[src/virtio_mmio_register_front_end_core_assert.svh]
// assertion macros for the virtio-mmio front end
`ifndef VIRTIO_MMIO_REGISTER_FRONT_END_CORE_ASSERT_SVH
`define VIRTIO_MMIO_REGISTER_FRONT_END_CORE_ASSERT_SVH

`ifndef SYNTHESIS
// checked only out of reset
`define VMMIO_ASSERT(lbl, prop, msg) \
    lbl: assert property (@(posedge clk) disable iff (!rst_n) prop) else $error(msg);
// checked on every edge, reset included
`define VMMIO_ASSERT_ALWAYS(lbl, prop, msg) \
    lbl: assert property (@(posedge clk) prop) else $error(msg);
`else
`define VMMIO_ASSERT(lbl, prop, msg)
`define VMMIO_ASSERT_ALWAYS(lbl, prop, msg)
`endif

`endif

[src/vmmio_pkg.sv]
`timescale 1ns / 1ps

package vmmio_pkg;

    localparam int NUM_QUEUES_DEF     = 8;
    localparam int QUEUE_MAX_SIZE_DEF = 256;
    localparam int CFG_IDX_W          = 3;

    // item kinds
    localparam logic [1:0] MODE_READ  = 2'd0;
    localparam logic [1:0] MODE_WRITE = 2'd1;
    localparam logic [1:0] MODE_RAISE = 2'd2;

    // configuration register indexes
    localparam logic [CFG_IDX_W-1:0] CFG_DEVICE_ID         = 3'd0;
    localparam logic [CFG_IDX_W-1:0] CFG_VENDOR_ID         = 3'd1;
    localparam logic [CFG_IDX_W-1:0] CFG_DEV_FEATURES_LOW  = 3'd2;
    localparam logic [CFG_IDX_W-1:0] CFG_DEV_FEATURES_HIGH = 3'd3;
    localparam logic [CFG_IDX_W-1:0] CFG_QUEUES_IN_USE     = 3'd4;
    localparam logic [CFG_IDX_W-1:0] CFG_FEATURES_ACCEPTED = 3'd5;
    localparam logic [CFG_IDX_W-1:0] CFG_CONFIG_GENERATION = 3'd6;

    localparam logic [31:0] MMIO_MAGIC   = 32'h7472_6976;
    localparam logic [31:0] MMIO_VERSION = 32'd2;

    // status handshake bits, as new-bit patterns
    localparam logic [31:0] ST_NONE      = 32'h00;
    localparam logic [31:0] ST_ACK       = 32'h01;
    localparam logic [31:0] ST_DRIVER    = 32'h02;
    localparam logic [31:0] ST_DRIVER_OK = 32'h04;
    localparam logic [31:0] ST_FEAT_OK   = 32'h08;
    localparam logic [31:0] ST_FAILED    = 32'h80;

    // per-queue register held in the ring memory
    typedef enum logic [2:0] {
        RING_QNUM,
        RING_DESC_LO,
        RING_DESC_HI,
        RING_AVAIL_LO,
        RING_AVAIL_HI,
        RING_USED_LO,
        RING_USED_HI
    } ring_field_t;

    typedef struct packed {
        logic [1:0]  mode;
        logic [11:0] offset;
        logic [31:0] wdata;
    } item_t;

    typedef struct packed {
        logic [31:0] rdata;
        logic        ok;
        logic        notify_pulse;
        logic [31:0] notify_value;
        logic        reset_pulse;
    } result_t;

    typedef struct packed {
        logic [31:0] device_id;
        logic [31:0] vendor_id;
        logic [31:0] device_features_low;
        logic [31:0] device_features_high;
        logic [3:0]  queues_in_use;
        logic        features_accepted;
        logic [31:0] config_generation;
    } cfg_t;

    typedef struct packed {
        logic [7:0]  device_status;
        logic [31:0] interrupt_status;
        logic [31:0] device_feature_select;
        logic [31:0] driver_feature_select;
        logic [31:0] driver_features_0;
        logic [31:0] driver_features_1;
        logic [31:0] queue_select;
        logic [31:0] notify_latch;
    } core_state_t;

endpackage

[src/vmmio_if.sv]
`timescale 1ns / 1ps

// request channel
interface vmmio_req_if;
    logic        valid;
    logic        ready;
    logic [1:0]  mode;
    logic [11:0] offset;
    logic [31:0] wdata;

    modport source (output valid, output mode, output offset, output wdata, input ready);
    modport sink (input valid, input mode, input offset, input wdata, output ready);
endinterface

// response channel
interface vmmio_rsp_if;
    logic        valid;
    logic        ready;
    logic [31:0] rdata;
    logic        ok;
    logic        notify_pulse;
    logic [31:0] notify_value;
    logic        reset_pulse;

    modport source (output valid, output rdata, output ok, output notify_pulse,
                    output notify_value, output reset_pulse, input ready);
    modport sink (input valid, input rdata, input ok, input notify_pulse,
                  input notify_value, input reset_pulse, output ready);
endinterface

[src/vmmio_ram.sv]
`timescale 1ns / 1ps

module vmmio_ram #(
    parameter int WIDTH = 32,
    parameter int DEPTH = 64
) (
    input  logic                     clk,
    input  logic                     we,
    input  logic [$clog2(DEPTH)-1:0] waddr,
    input  logic [WIDTH-1:0]         wdata,
    input  logic [$clog2(DEPTH)-1:0] raddr,
    output logic [WIDTH-1:0]         rdata
);

    logic [WIDTH-1:0] mem_reg [DEPTH];
    logic [WIDTH-1:0] rdata_reg;

    always_ff @(posedge clk)
    begin
        if (we)
        begin
            mem_reg[waddr] <= wdata;
        end
        rdata_reg <= mem_reg[raddr];
    end

    assign rdata = rdata_reg;

endmodule

[src/vmmio_exec.sv]
`timescale 1ns / 1ps

// register decode and state update for one item
module vmmio_exec #(
    parameter int NUM_QUEUES     = vmmio_pkg::NUM_QUEUES_DEF,
    parameter int QUEUE_MAX_SIZE = vmmio_pkg::QUEUE_MAX_SIZE_DEF,
    localparam int QW = (NUM_QUEUES > 1) ? $clog2(NUM_QUEUES) : 1
) (
    input  vmmio_pkg::item_t         item,
    input  vmmio_pkg::cfg_t          cfg,
    input  vmmio_pkg::core_state_t   st,
    input  logic [NUM_QUEUES-1:0]    qready,
    output vmmio_pkg::core_state_t   st_next,
    output logic [NUM_QUEUES-1:0]    qready_next,
    output vmmio_pkg::result_t       res,
    output logic                     ring_we,
    output logic [QW-1:0]            ring_queue,
    output vmmio_pkg::ring_field_t   ring_field
);

    logic [31:0] q_limit;
    logic        sel_valid;
    logic [QW-1:0] q;
    logic        q_ready;
    logic [11:0] off;
    logic [31:0] d;
    logic [7:0]  st_and;
    logic [31:0] fresh;

    always_comb
    begin
        off = item.offset;
        d   = item.wdata;

        q_limit = (32'(cfg.queues_in_use) > 32'(NUM_QUEUES)) ?
                  32'(NUM_QUEUES) : 32'(cfg.queues_in_use);
        sel_valid = st.queue_select < q_limit;
        q = sel_valid ? st.queue_select[QW-1:0] : '0;
        q_ready = qready[q];

        st_and = st.device_status & d[7:0];
        fresh  = d & ~{24'h0, st_and};

        st_next     = st;
        qready_next = qready;
        res         = '0;
        ring_we     = 1'b0;
        ring_queue  = q;
        ring_field  = vmmio_pkg::RING_QNUM;

        case (item.mode)
            vmmio_pkg::MODE_READ:
            begin
                res.ok = 1'b1;
                if (off inside {[12'h000:12'h003]})
                    res.rdata = vmmio_pkg::MMIO_MAGIC;
                else if (off inside {[12'h004:12'h007]})
                    res.rdata = vmmio_pkg::MMIO_VERSION;
                else if (off inside {[12'h008:12'h00B]})
                    res.rdata = cfg.device_id;
                else if (off inside {[12'h00C:12'h00F]})
                    res.rdata = cfg.vendor_id;
                else if (off inside {[12'h010:12'h013]})
                begin
                    if (st.device_feature_select == 32'd0)
                        res.rdata = cfg.device_features_low;
                    else if (st.device_feature_select == 32'd1)
                        res.rdata = cfg.device_features_high;
                    else
                        res.ok = 1'b0;
                end
                else if (off inside {[12'h034:12'h037]})
                    res.rdata = 32'(QUEUE_MAX_SIZE);
                else if (off inside {[12'h044:12'h04F]})
                begin
                    if (sel_valid)
                        res.rdata = {31'h0, q_ready};
                    else
                        res.ok = 1'b0;
                end
                else if (off inside {[12'h060:12'h063]})
                    res.rdata = st.interrupt_status;
                else if (off inside {[12'h070:12'h07F]})
                    res.rdata = {24'h0, st.device_status};
                else if (off inside {[12'h0FC:12'h0FF]})
                    res.rdata = cfg.config_generation;
                else
                    res.ok = 1'b0;
            end
            vmmio_pkg::MODE_WRITE:
            begin
                res.ok = 1'b1;
                if (sel_valid && q_ready &&
                    (off inside {[12'h038:12'h043], [12'h080:12'h0FB]}))
                    res.ok = 1'b0;
                else if (off inside {[12'h014:12'h01F]})
                    st_next.device_feature_select = d;
                else if (off inside {[12'h020:12'h023]})
                begin
                    if (st.driver_feature_select > 32'd1)
                        res.ok = 1'b0;
                    else if (st.driver_feature_select[0])
                        st_next.driver_features_1 = d;
                    else
                        st_next.driver_features_0 = d;
                end
                else if (off inside {[12'h024:12'h02F]})
                    st_next.driver_feature_select = d;
                else if (off inside {[12'h030:12'h033]})
                    st_next.queue_select = d;
                else if (off inside {[12'h038:12'h043]})
                begin
                    if (sel_valid)
                        ring_we = 1'b1;
                    else
                        res.ok = 1'b0;
                end
                else if (off inside {[12'h044:12'h04F]})
                begin
                    // only a write of one does anything
                    if (d == 32'd1)
                    begin
                        if (sel_valid)
                            qready_next[q] = 1'b1;
                        else
                            res.ok = 1'b0;
                    end
                end
                else if (off inside {[12'h050:12'h05F]})
                begin
                    st_next.notify_latch = d;
                    res.notify_pulse     = 1'b1;
                    res.notify_value     = d;
                end
                else if (off inside {[12'h064:12'h06F]})
                    st_next.interrupt_status = st.interrupt_status & ~d;
                else if (off inside {[12'h070:12'h07F]})
                begin
                    st_next.device_status = st_and;
                    case (fresh)
                        vmmio_pkg::ST_NONE:
                        begin
                            st_next.device_status    = 8'h0;
                            st_next.interrupt_status = 32'h0;
                            qready_next              = '0;
                            res.reset_pulse          = 1'b1;
                        end
                        vmmio_pkg::ST_ACK:
                            if (st_and == 8'h0)
                                st_next.device_status = st_and | vmmio_pkg::ST_ACK[7:0];
                        vmmio_pkg::ST_DRIVER:
                            if ((st_and & vmmio_pkg::ST_ACK[7:0]) != 8'h0)
                                st_next.device_status = st_and | vmmio_pkg::ST_DRIVER[7:0];
                        vmmio_pkg::ST_FEAT_OK:
                            if (((st_and & vmmio_pkg::ST_DRIVER[7:0]) != 8'h0) &&
                                cfg.features_accepted)
                                st_next.device_status = st_and | vmmio_pkg::ST_FEAT_OK[7:0];
                        vmmio_pkg::ST_DRIVER_OK:
                            st_next.device_status = st_and | vmmio_pkg::ST_DRIVER_OK[7:0];
                        vmmio_pkg::ST_FAILED:
                            res.ok = 1'b1;
                        default:
                            res.ok = 1'b0;
                    endcase
                end
                else if (off inside {[12'h080:12'h0FB]})
                begin
                    if (sel_valid)
                    begin
                        ring_we = 1'b1;
                        if (off inside {[12'h080:12'h083]})
                            ring_field = vmmio_pkg::RING_DESC_LO;
                        else if (off inside {[12'h084:12'h08F]})
                            ring_field = vmmio_pkg::RING_DESC_HI;
                        else if (off inside {[12'h090:12'h093]})
                            ring_field = vmmio_pkg::RING_AVAIL_LO;
                        else if (off inside {[12'h094:12'h09F]})
                            ring_field = vmmio_pkg::RING_AVAIL_HI;
                        else if (off inside {[12'h0A0:12'h0A3]})
                            ring_field = vmmio_pkg::RING_USED_LO;
                        else
                            ring_field = vmmio_pkg::RING_USED_HI;
                    end
                    else
                        res.ok = 1'b0;
                end
                else
                    res.ok = 1'b0;
            end
            vmmio_pkg::MODE_RAISE:
            begin
                st_next.interrupt_status = st.interrupt_status | d;
                res.ok = 1'b1;
            end
            default:
                res.ok = 1'b0;
        endcase
    end

endmodule

[src/virtio_mmio_register_front_end_core.sv]
`timescale 1ns / 1ps

// virtio-mmio (version 2) register front end. each request item is a driver
// read, a driver write or a device interrupt raise, and gives exactly one
// response item carrying read data, an ok flag and the notify and reset
// pulses. an item is captured in an input register, decoded against the
// register window and applied to the register state when the response
// register is loaded; the block takes one item per cycle, and only a
// stalled response slows it. queue sizes and ring addresses live in a
// small memory of eight words per queue; the ready bits, status byte and
// interrupt status are flip-flops cleared by reset and by a driver reset
// through the status register
`include "virtio_mmio_register_front_end_core_assert.svh"

module virtio_mmio_register_front_end_core #(
    parameter int NUM_QUEUES     = vmmio_pkg::NUM_QUEUES_DEF,
    parameter int QUEUE_MAX_SIZE = vmmio_pkg::QUEUE_MAX_SIZE_DEF
) (
    input  logic                            clk,
    input  logic                            rst_n,
    vmmio_req_if.sink                       req,
    vmmio_rsp_if.source                     rsp,
    input  logic                            cfg_we,
    input  logic [vmmio_pkg::CFG_IDX_W-1:0] cfg_index,
    input  logic [31:0]                     cfg_wdata
);

    localparam int QW = (NUM_QUEUES > 1) ? $clog2(NUM_QUEUES) : 1;
    localparam int RING_DEPTH = (2 ** QW) * 8;

    // pipeline registers
    vmmio_pkg::item_t       item_reg;
    logic                   in_v_reg;
    vmmio_pkg::result_t     res_reg;
    logic                   out_v_reg;

    // architectural state
    vmmio_pkg::cfg_t        cfg_reg;
    vmmio_pkg::core_state_t st_reg;
    logic [NUM_QUEUES-1:0]  qready_reg;

    // decode results
    vmmio_pkg::core_state_t st_next;
    logic [NUM_QUEUES-1:0]  qready_next;
    vmmio_pkg::result_t     res_next;
    logic                   ring_we;
    logic [QW-1:0]          ring_queue;
    vmmio_pkg::ring_field_t ring_field;
    logic [QW+2:0]          ring_addr;

    logic                   advance;
    logic                   fire;

    // response slot frees when empty or being taken
    assign advance   = !out_v_reg || rsp.ready;
    assign fire      = in_v_reg && advance;
    assign req.ready = !in_v_reg || advance;

    vmmio_exec #(
        .NUM_QUEUES     (NUM_QUEUES),
        .QUEUE_MAX_SIZE (QUEUE_MAX_SIZE)
    ) u_exec (
        .item        (item_reg),
        .cfg         (cfg_reg),
        .st          (st_reg),
        .qready      (qready_reg),
        .st_next     (st_next),
        .qready_next (qready_next),
        .res         (res_next),
        .ring_we     (ring_we),
        .ring_queue  (ring_queue),
        .ring_field  (ring_field)
    );

    // queue size and ring address halves, eight words per queue
    assign ring_addr = {ring_queue, ring_field};

    vmmio_ram #(
        .WIDTH (32),
        .DEPTH (RING_DEPTH)
    ) u_ring_ram (
        .clk   (clk),
        .we    (fire && ring_we),
        .waddr (ring_addr),
        .wdata (item_reg.wdata),
        .raddr (ring_addr),
        .rdata ()
    );

    always_ff @(posedge clk or negedge rst_n)
    begin
        if (!rst_n)
        begin
            in_v_reg   <= 1'b0;
            out_v_reg  <= 1'b0;
            st_reg     <= '0;
            qready_reg <= '0;
            cfg_reg    <= '{device_id: 32'h0, vendor_id: 32'h0,
                            device_features_low: 32'h0, device_features_high: 32'h0,
                            queues_in_use: 4'd1, features_accepted: 1'b1,
                            config_generation: 32'h0};
        end
        else
        begin
            // input register
            if (req.valid && req.ready)
                in_v_reg <= 1'b1;
            else if (fire)
                in_v_reg <= 1'b0;

            // response register and state update move together
            if (fire)
            begin
                out_v_reg  <= 1'b1;
                st_reg     <= st_next;
                qready_reg <= qready_next;
            end
            else if (rsp.ready)
                out_v_reg <= 1'b0;

            // configuration writes, to be made only while idle; the block does not enforce it
            if (cfg_we)
            begin
                case (cfg_index)
                    vmmio_pkg::CFG_DEVICE_ID:         cfg_reg.device_id <= cfg_wdata;
                    vmmio_pkg::CFG_VENDOR_ID:         cfg_reg.vendor_id <= cfg_wdata;
                    vmmio_pkg::CFG_DEV_FEATURES_LOW:  cfg_reg.device_features_low <= cfg_wdata;
                    vmmio_pkg::CFG_DEV_FEATURES_HIGH: cfg_reg.device_features_high <= cfg_wdata;
                    vmmio_pkg::CFG_QUEUES_IN_USE:     cfg_reg.queues_in_use <= cfg_wdata[3:0];
                    vmmio_pkg::CFG_FEATURES_ACCEPTED: cfg_reg.features_accepted <= cfg_wdata[0];
                    vmmio_pkg::CFG_CONFIG_GENERATION: cfg_reg.config_generation <= cfg_wdata;
                    default:                          cfg_reg <= cfg_reg;
                endcase
            end
        end
    end

    // payload registers
    always_ff @(posedge clk)
    begin
        if (req.valid && req.ready)
        begin
            item_reg.mode   <= req.mode;
            item_reg.offset <= req.offset;
            item_reg.wdata  <= req.wdata;
        end
        if (fire)
            res_reg <= res_next;
    end

    assign rsp.valid        = out_v_reg;
    assign rsp.rdata        = res_reg.rdata;
    assign rsp.ok           = res_reg.ok;
    assign rsp.notify_pulse = res_reg.notify_pulse;
    assign rsp.notify_value = res_reg.notify_value;
    assign rsp.reset_pulse  = res_reg.reset_pulse;

    // a driver reset is always a successful write with no read data
    `VMMIO_ASSERT(a_reset_is_ok, rsp.valid && rsp.reset_pulse |-> rsp.ok && rsp.rdata == 32'h0, "reset pulse without ok")
    // status and ready bits are clear right after a driver reset is applied
    `VMMIO_ASSERT(a_reset_clears, fire && res_next.reset_pulse |=> st_reg.device_status == 8'h0 && qready_reg == '0, "driver reset left state behind")
    // notify value only carries data alongside the pulse
    `VMMIO_ASSERT(a_notify_value, rsp.valid && !rsp.notify_pulse |-> rsp.notify_value == 32'h0, "notify value without pulse")
    // a full pipe with a stalled response takes nothing new
    `VMMIO_ASSERT_ALWAYS(a_full_stall, rst_n && in_v_reg && out_v_reg && !rsp.ready |-> !req.ready, "item taken into full pipe")

endmodule

[src/flat_wrapper.sv]
// flat-port wrapper written by rule: the top's interface ports become plain ports
module virtio_mmio_register_front_end_core_flat 
#(
    parameter int NUM_QUEUES     = vmmio_pkg::NUM_QUEUES_DEF,
    parameter int QUEUE_MAX_SIZE = vmmio_pkg::QUEUE_MAX_SIZE_DEF
)
  (clk, rst_n, cfg_we, cfg_index, cfg_wdata, req_valid, req_mode, req_offset, req_wdata, req_ready, rsp_valid, rsp_rdata, rsp_ok, rsp_notify_pulse, rsp_notify_value, rsp_reset_pulse, rsp_ready);
  vmmio_req_if req_i ();
  vmmio_rsp_if rsp_i ();
  input  logic clk;
  input  logic rst_n;
  input  logic cfg_we;
  input  logic [vmmio_pkg::CFG_IDX_W-1:0] cfg_index;
  input  logic [31:0] cfg_wdata;
  input wire logic [$bits(req_i.valid)-1:0] req_valid;
  input wire logic [$bits(req_i.mode)-1:0] req_mode;
  input wire logic [$bits(req_i.offset)-1:0] req_offset;
  input wire logic [$bits(req_i.wdata)-1:0] req_wdata;
  output wire logic [$bits(req_i.ready)-1:0] req_ready;
  output wire logic [$bits(rsp_i.valid)-1:0] rsp_valid;
  output wire logic [$bits(rsp_i.rdata)-1:0] rsp_rdata;
  output wire logic [$bits(rsp_i.ok)-1:0] rsp_ok;
  output wire logic [$bits(rsp_i.notify_pulse)-1:0] rsp_notify_pulse;
  output wire logic [$bits(rsp_i.notify_value)-1:0] rsp_notify_value;
  output wire logic [$bits(rsp_i.reset_pulse)-1:0] rsp_reset_pulse;
  input wire logic [$bits(rsp_i.ready)-1:0] rsp_ready;
  assign req_i.valid = req_valid;
  assign req_i.mode = req_mode;
  assign req_i.offset = req_offset;
  assign req_i.wdata = req_wdata;
  assign req_ready = req_i.ready;
  assign rsp_valid = rsp_i.valid;
  assign rsp_rdata = rsp_i.rdata;
  assign rsp_ok = rsp_i.ok;
  assign rsp_notify_pulse = rsp_i.notify_pulse;
  assign rsp_notify_value = rsp_i.notify_value;
  assign rsp_reset_pulse = rsp_i.reset_pulse;
  assign rsp_i.ready = rsp_ready;
  virtio_mmio_register_front_end_core #(.NUM_QUEUES(NUM_QUEUES), .QUEUE_MAX_SIZE(QUEUE_MAX_SIZE)) u_core (.clk(clk), .rst_n(rst_n), .req(req_i), .rsp(rsp_i), .cfg_we(cfg_we), .cfg_index(cfg_index), .cfg_wdata(cfg_wdata));
endmodule
[config.mk]
export PLATFORM = sky130hd
export DESIGN_NAME = virtio_mmio_register_front_end_core_flat
export DESIGN_NICKNAME = d
export VERILOG_FILES = /design/src/vmmio_pkg.sv /design/src/vmmio_if.sv /design/src/vmmio_ram.sv /design/src/vmmio_exec.sv /design/src/virtio_mmio_register_front_end_core.sv /design/src/flat_wrapper.sv
export VERILOG_INCLUDE_DIRS = /design/src /design/src/src
export SDC_FILE = /design/constraint.sdc
export NUM_CORES = 1
export LEC_CHECK = 0
export BUFFER_PORTS_ARGS = -buffer_cell sky130_fd_sc_hd__buf_2
export CORE_MARGIN = 2
export CORE_UTILIZATION = 45
export DETAILED_ROUTE_END_ITERATION = 12
export PLACE_DENSITY = 0.67
export SETUP_SLACK_MARGIN = 0.1
export SLEW_MARGIN = 15
export SYNTH_ARGS = -nofsm -noshare
export SYNTH_HDL_FRONTEND = slang
export SYNTH_HIERARCHICAL = 1
export SYNTH_SLANG_ARGS = --single-unit
[constraint.sdc]
create_clock -name clk -period 3.22 [get_ports clk]
set_input_delay 0.322 -clock clk [delete_from_list [all_inputs] [get_ports clk]]
set_output_delay 0.322 -clock clk [all_outputs]
set_load 0.03 [all_outputs]
======== Word-level counts from Yosys, hierarchy flattened ========
Cells that the tools add are included.
storage, ports and cells
  memories kept ........................... 0
  memory bits (read-only) ................. 0
  memory bits (writable) .................. 0
  bits in latches ......................... 0
  input port bits ......................... 86
  bits in registers ....................... 520
  output and inout port bits .............. 69
cells by class
  bitwise operators ....................... 21
  mux-type cells .......................... 95
  shifts and indexed selects .............. 0
  add/sub/neg operators ................... 0
  multiply operators ...................... 0
  divide/modulo/power cells ............... 0
  eq/ne operators ......................... 29
  $lt $le $gt $ge ......................... 41
  reduce and logical (&&, ||, !) cells .... 60
operators by type and width
  kind                                                                     count
  32-bit two-way mux                                                       28
  64-bit two-way mux                                                       4
  224-bit two-way mux                                                      1
  160-bit two-way mux                                                      1
  35-bit two-way mux                                                       3
  34-bit two-way mux                                                       3
  33-bit two-way mux                                                       3
  32-bit by 1-bit equality test with 1-bit output (second input constant)  3
  12-bit by 7-bit <= comparator with 1-bit output (second input constant)  6
  32-bit AND                                                               2
  32-bit logical NOT                                                       2
  32-bit one-hot mux with 2 select lines                                   1
  31-bit two-way mux                                                       2
  12-bit by 6-bit >= comparator with 1-bit output (second input constant)  5
  12-bit by 7-bit >= comparator with 1-bit output (second input constant)  5
  8-bit two-way mux                                                        7
  12-bit by 6-bit <= comparator with 1-bit output (second input constant)  4
  8-bit one-hot mux with 5 select lines                                    1
  1-bit two-way mux                                                        34
  32-bit by 2-bit equality test with 1-bit output (second input constant)  1
  32-bit by 3-bit equality test with 1-bit output (second input constant)  1
  32-bit by 4-bit equality test with 1-bit output (second input constant)  1
  32-bit by 8-bit equality test with 1-bit output (second input constant)  1
  32-bit by 1-bit > comparator with 1-bit output (second input constant)   1
  54 further kinds                                                         126

======== Logic depth before layout (Yosys ltp) ========
  depth in word-level cells ............... 17
  mapped depth ............................ 11
  gate-level depth less buffers ........... 10

======== Hierarchy ========
Netlist, hierarchy kept.
modules (own cells, without submodules)
  module                               sequential area each (um2)  cells each  instances  area an instance (um2)
  virtio_mmio_register_front_end_core  13580.5                     984         1          18656.6
  vmmio_exec                           0.0                         921         1          6518.8

======== Least setup slack after synthesis ========
Ideal clock, no wire load.
  path type ............................... register to register
  from .................................... reg u_core/cfg_reg[36] (netlist bit)
  to ...................................... reg u_core/st_reg[35] (netlist bit)
  cell stages (with the launch flop) ...... 11
  arrival time ............................ 2.660 ns
  required time ........................... 3.095 ns
  setup time .............................. 0.125 ns
  path buffers ............................ 1
  path slack .............................. 0.435 ns
  cells stage by stage .................... dfrtp_1 inv_1 ha_1 a211oi_1 nand4_1 a311oi_4 o21ai_2 o2111ai_4 buf_6 mux2_4 mux2_2
between the ends
  word-level cells in the longest chain between the ends .. 10
RTL lines
  what                                                      RTL line                                    RTL
  start, declared                                           virtio_mmio_register_front_end_core.sv:38   vmmio_pkg::cfg_t cfg_reg;
  start signal, assigned                                    virtio_mmio_register_front_end_core.sv:98   cfg_reg <= '{device_id: 32'h0, vendor_id: 32'h0,
  start signal, assigned                                    virtio_mmio_register_front_end_core.sv:132  default: cfg_reg <= cfg_reg;
  4-bit > comparator                                        vmmio_exec.sv:35                            q_limit = (32'(cfg.queues_in_use) > 32'(NUM_QUEUES)) ?
  4-bit two-way mux *                                       vmmio_exec.sv:35
  32-bit by 4-bit less-than comparator with 1-bit output *  vmmio_exec.sv:37                            sel_valid = st.queue_select < q_limit;
  3-bit two-way mux                                         vmmio_exec.sv:38                            q = sel_valid ? st.queue_select[QW-1:0] : '0;
  1-bit binary-select mux with 3-bit select                 vmmio_exec.sv:39                            q_ready = qready[q];
  1-bit two-way mux (not written as such)                   vmmio_exec.sv:39
  1-bit logical AND * (2 in a row)                          vmmio_exec.sv:93                            if (sel_valid && q_ready &&
  1-bit inverter (no source line) *                         --
  7-bit AND reduction (no source line) *                    --
  end signal, assigned                                      virtio_mmio_register_front_end_core.sv:115  st_reg <= st_next;
  end, declared                                             virtio_mmio_register_front_end_core.sv:39   vmmio_pkg::core_state_t st_reg;
Mark *: on every way between the ends. The rest lies on a longest branch, timed or not. The select of a mux whose other input is x is not followed.
A chain may end at the register's enable or synchronous reset.

======== Worst setup path in the final report ========
  from .................................... reg u_core/item_reg[42] (netlist bit)
  to ...................................... reg u_core/st_reg[62] (netlist bit)
between the ends
  word-level cells in the longest chain between the ends .. 6
RTL lines
  what                                                                     RTL line                                   RTL
  start, declared                                                          virtio_mmio_register_front_end_core.sv:32  vmmio_pkg::item_t item_reg;
  12-bit by 6-bit >= comparator with 1-bit output (tied with other cells)  vmmio_exec.sv:94                           (off inside {[12'h038:12'h043], [12'h080:12'h0FB]}))
  1-bit logical AND                                                        vmmio_exec.sv:94
  2-bit nonzero test                                                       vmmio_exec.sv:94
  1-bit logical AND                                                        vmmio_exec.sv:93
  1-bit inverter (no source line)                                          --
  7-bit AND reduction (no source line) *                                   --
Mark *: on every way between the ends. The rest lies on a longest branch, timed or not.

==> flow_summary.json <==
{
  "status": "completed",
  "power_mw": 13.9,
  "instances_no_fill": 2408,
  "numCtsBuffers": 46,
  "die_area_mm2": 0.0468,
  "area.growth.synth_to_final_pct": 18.1,
  "ir_worst_vdd_v": 0.000422,
  "drv_slew": 0,
  "antenna_found_initial": 3,
  "period_share_pct": 93.0,
  "drt-initial-drc-count": 958,
  "hold_viol": 0,
  "setup_viol": 0,
  "die_width_um": 216,
  "critical_path_class": "reg -> reg",
  "gr-total-overflow": 0,
  "fin_setup_tns_ns": 0,
  "path_cells": "or4_4, nor2_1, a21boi_1, o21ai_4, o2111ai_4, buf_6, buf_16, mux2_4, mux2_2",
  "final_layout_size_suffix_gt1_share_pct": 39.1,
  "wire_per_inst_um": 21.4,
  "dp_hpwl_um": 33400,
  "clock_sinks": 421,
  "io_pins": 155,
  "grt_usage_pct": 22.0,
  "slew_headroom_pct": 43.6,
  "worstPathRequired_ns": 3.67,
  "clock-root-buffer": "clkbuf_16",
  "synthCells": 1579,
  "tightest_slew_ns": 0.846,
  "placedCellCount": 2269,
  "num-nets-final": 1871,
  "fin_util_pct": 54.0,
  "routabilityCongestion": 0.884,
  "core_mm2": 0.0444,
  "crit_fanout": 14,
  "rows": 77,
  "grt_max_degree": 90,
  "initial_core_util_pct": 45.7,
  "h-tree-depth": 2,
  "p_per_area_mw_per_mm2": 579,
  "cap_viol_max_count": 0,
  "p_leak_nw": 10.4,
  "drc": 0,
  "syn_avg_cell_area_um2": 12.9,
  "io_buffers": 152,
  "cp_slowest_stage_delay_ns": 0.61,
  "via_per_inst": 5.66,
  "wl_um": 51500,
  "hp-class": "in -> reg",
  "fmax_mhz": 334,
  "drt_pass1_iterations": 7,
  "drtAntennaViolNets": 0,
  "clk_pin_slew_worst_paths_ns": 0.06,
  "syn_nets": 1672,
  "start_kind": "flip-flop",
  "fp.dieH_um": 216,
  "max-clock-path-buffers": 3,
  "end_kind": "flip-flop",
  "largest_reg_flops": 165,
  "synth-warning-count": 6,
  "vias": 13600,
  "syn_area_mm2": 0.0203,
  "period_minus_slack_ns": 3.00,
  "grt_pass1_wl_um": 79900,
  "clkLatencyLatePin_ns": 0.57,
  "cp.arrival_ns": 3.45,
  "cts_tree": "built",
  "fin_hold_ws_ns": 0.0396,
  "slowest_stage": "or4_4",
  "regToRegSetupSlack_ns": 0.22,
  "grt_pass1_vias": 14000,
  "fin_worst_skew_ns": 0.0140,
  "rsz0062_at_grt": "no"
}
[metrics by stage]
stage / cell area [µm²] / worst slack [ns]
after floorplan: 20300 / 0.486
after global placement: 21900 / 0.142
after detailed placement: 21900 / 0.107
after CTS: 23900 / 0.106
after global routing: 24000 / 0.102
final: 24000 / 0.225
[repair_timing]
action,CTS,global route
hold endpoints to repair,125,0
cloned,1,0
endpoints found under the setup margin,25,58
resized for setup,3,6
pin swaps,3,4
buffers inserted,4,2
hold buffers,46,0
[power by group]
part           switching, mW  total (mW)  internal, mW
Clock                   2.10        5.31          3.21
Combinational          0.982        1.92         0.942
Sequential             0.459        6.67          6.21
Total                   3.54        13.9          10.4
[cells in the final DEF (no fill, tap or decap), drive strengths merged, types with 4 or more instances in the layout]
cell and count:
o22ai 4, nor4 38, clkinv 5, o211ai 7
inv 17, edfxtp 111, o21ai 71, a222oi 4
nand4b 4, and2 34, clkbuf 76, a22o 4
o211a 16, dfrtp 308, nand2 102, a21oi 62
nor2b 13, nor2 25, or2 11, a31oi 48
ha 7, nand2b 11, dlygate4sd3 46, nand3 15
buf 238, a211oi 5, a22oi 22, nand4 12
mux2 399, mux2i 40, nor3 12
[layout make-up]
class | count | area, µm²
antenna | 3 | 7.51
clock buffer | 76 | 1480
clock inverter | 7 | 70.1
fill | 3672 | 20400
inverter | 17 | 63.8
multi-input combinational | 1008 | 8490
sequential | 421 | 11100
tap | 592 | 741
timing repair buffer | 284 | 2040
[final timing paths]
kind                                            startpoint                              end  cells after the start
setup / recovery             u_core/item_reg[42]$_DFFE_PP_    u_core/st_reg[62]$_DFFE_PN0P_                      9
hold / removal                               cfg_wdata[15]  u_core/cfg_reg[148]$_DFFE_PN0P_                      2
setup reg to reg             u_core/item_reg[42]$_DFFE_PP_    u_core/st_reg[62]$_DFFE_PN0P_                      9
hold reg to reg            u_core/cfg_reg[148]$_DFFE_PN0P_  u_core/cfg_reg[148]$_DFFE_PN0P_                      1
max in group asynchronous                            rst_n   u_core/st_reg[186]$_DFFE_PN0P_                      3
min in group asynchronous                            rst_n      u_core/in_v_reg$_DFFE_PN0P_                      2
[layer usage]
layer	GRT usage (%)	vias to the layer above	part of all wire [%]
met5	0	-	0.025
met4	10.1	2	4.2
met3	3.34	120	4.9
met2	36.7	357	49
met1	28.4	6923	42
li1	-	6236	-
[critical path: cells and delay by family, from the launching register on]
family                 cells  cell delay [ns]
multiplexers               2             0.57
buffers and inverters      2             0.32
AND/OR/NAND/NOR            2             0.83
flip-flops                 1             0.40
AO/OA/AOI/OAI              3             0.75
(Power assumes the default switching activity.)
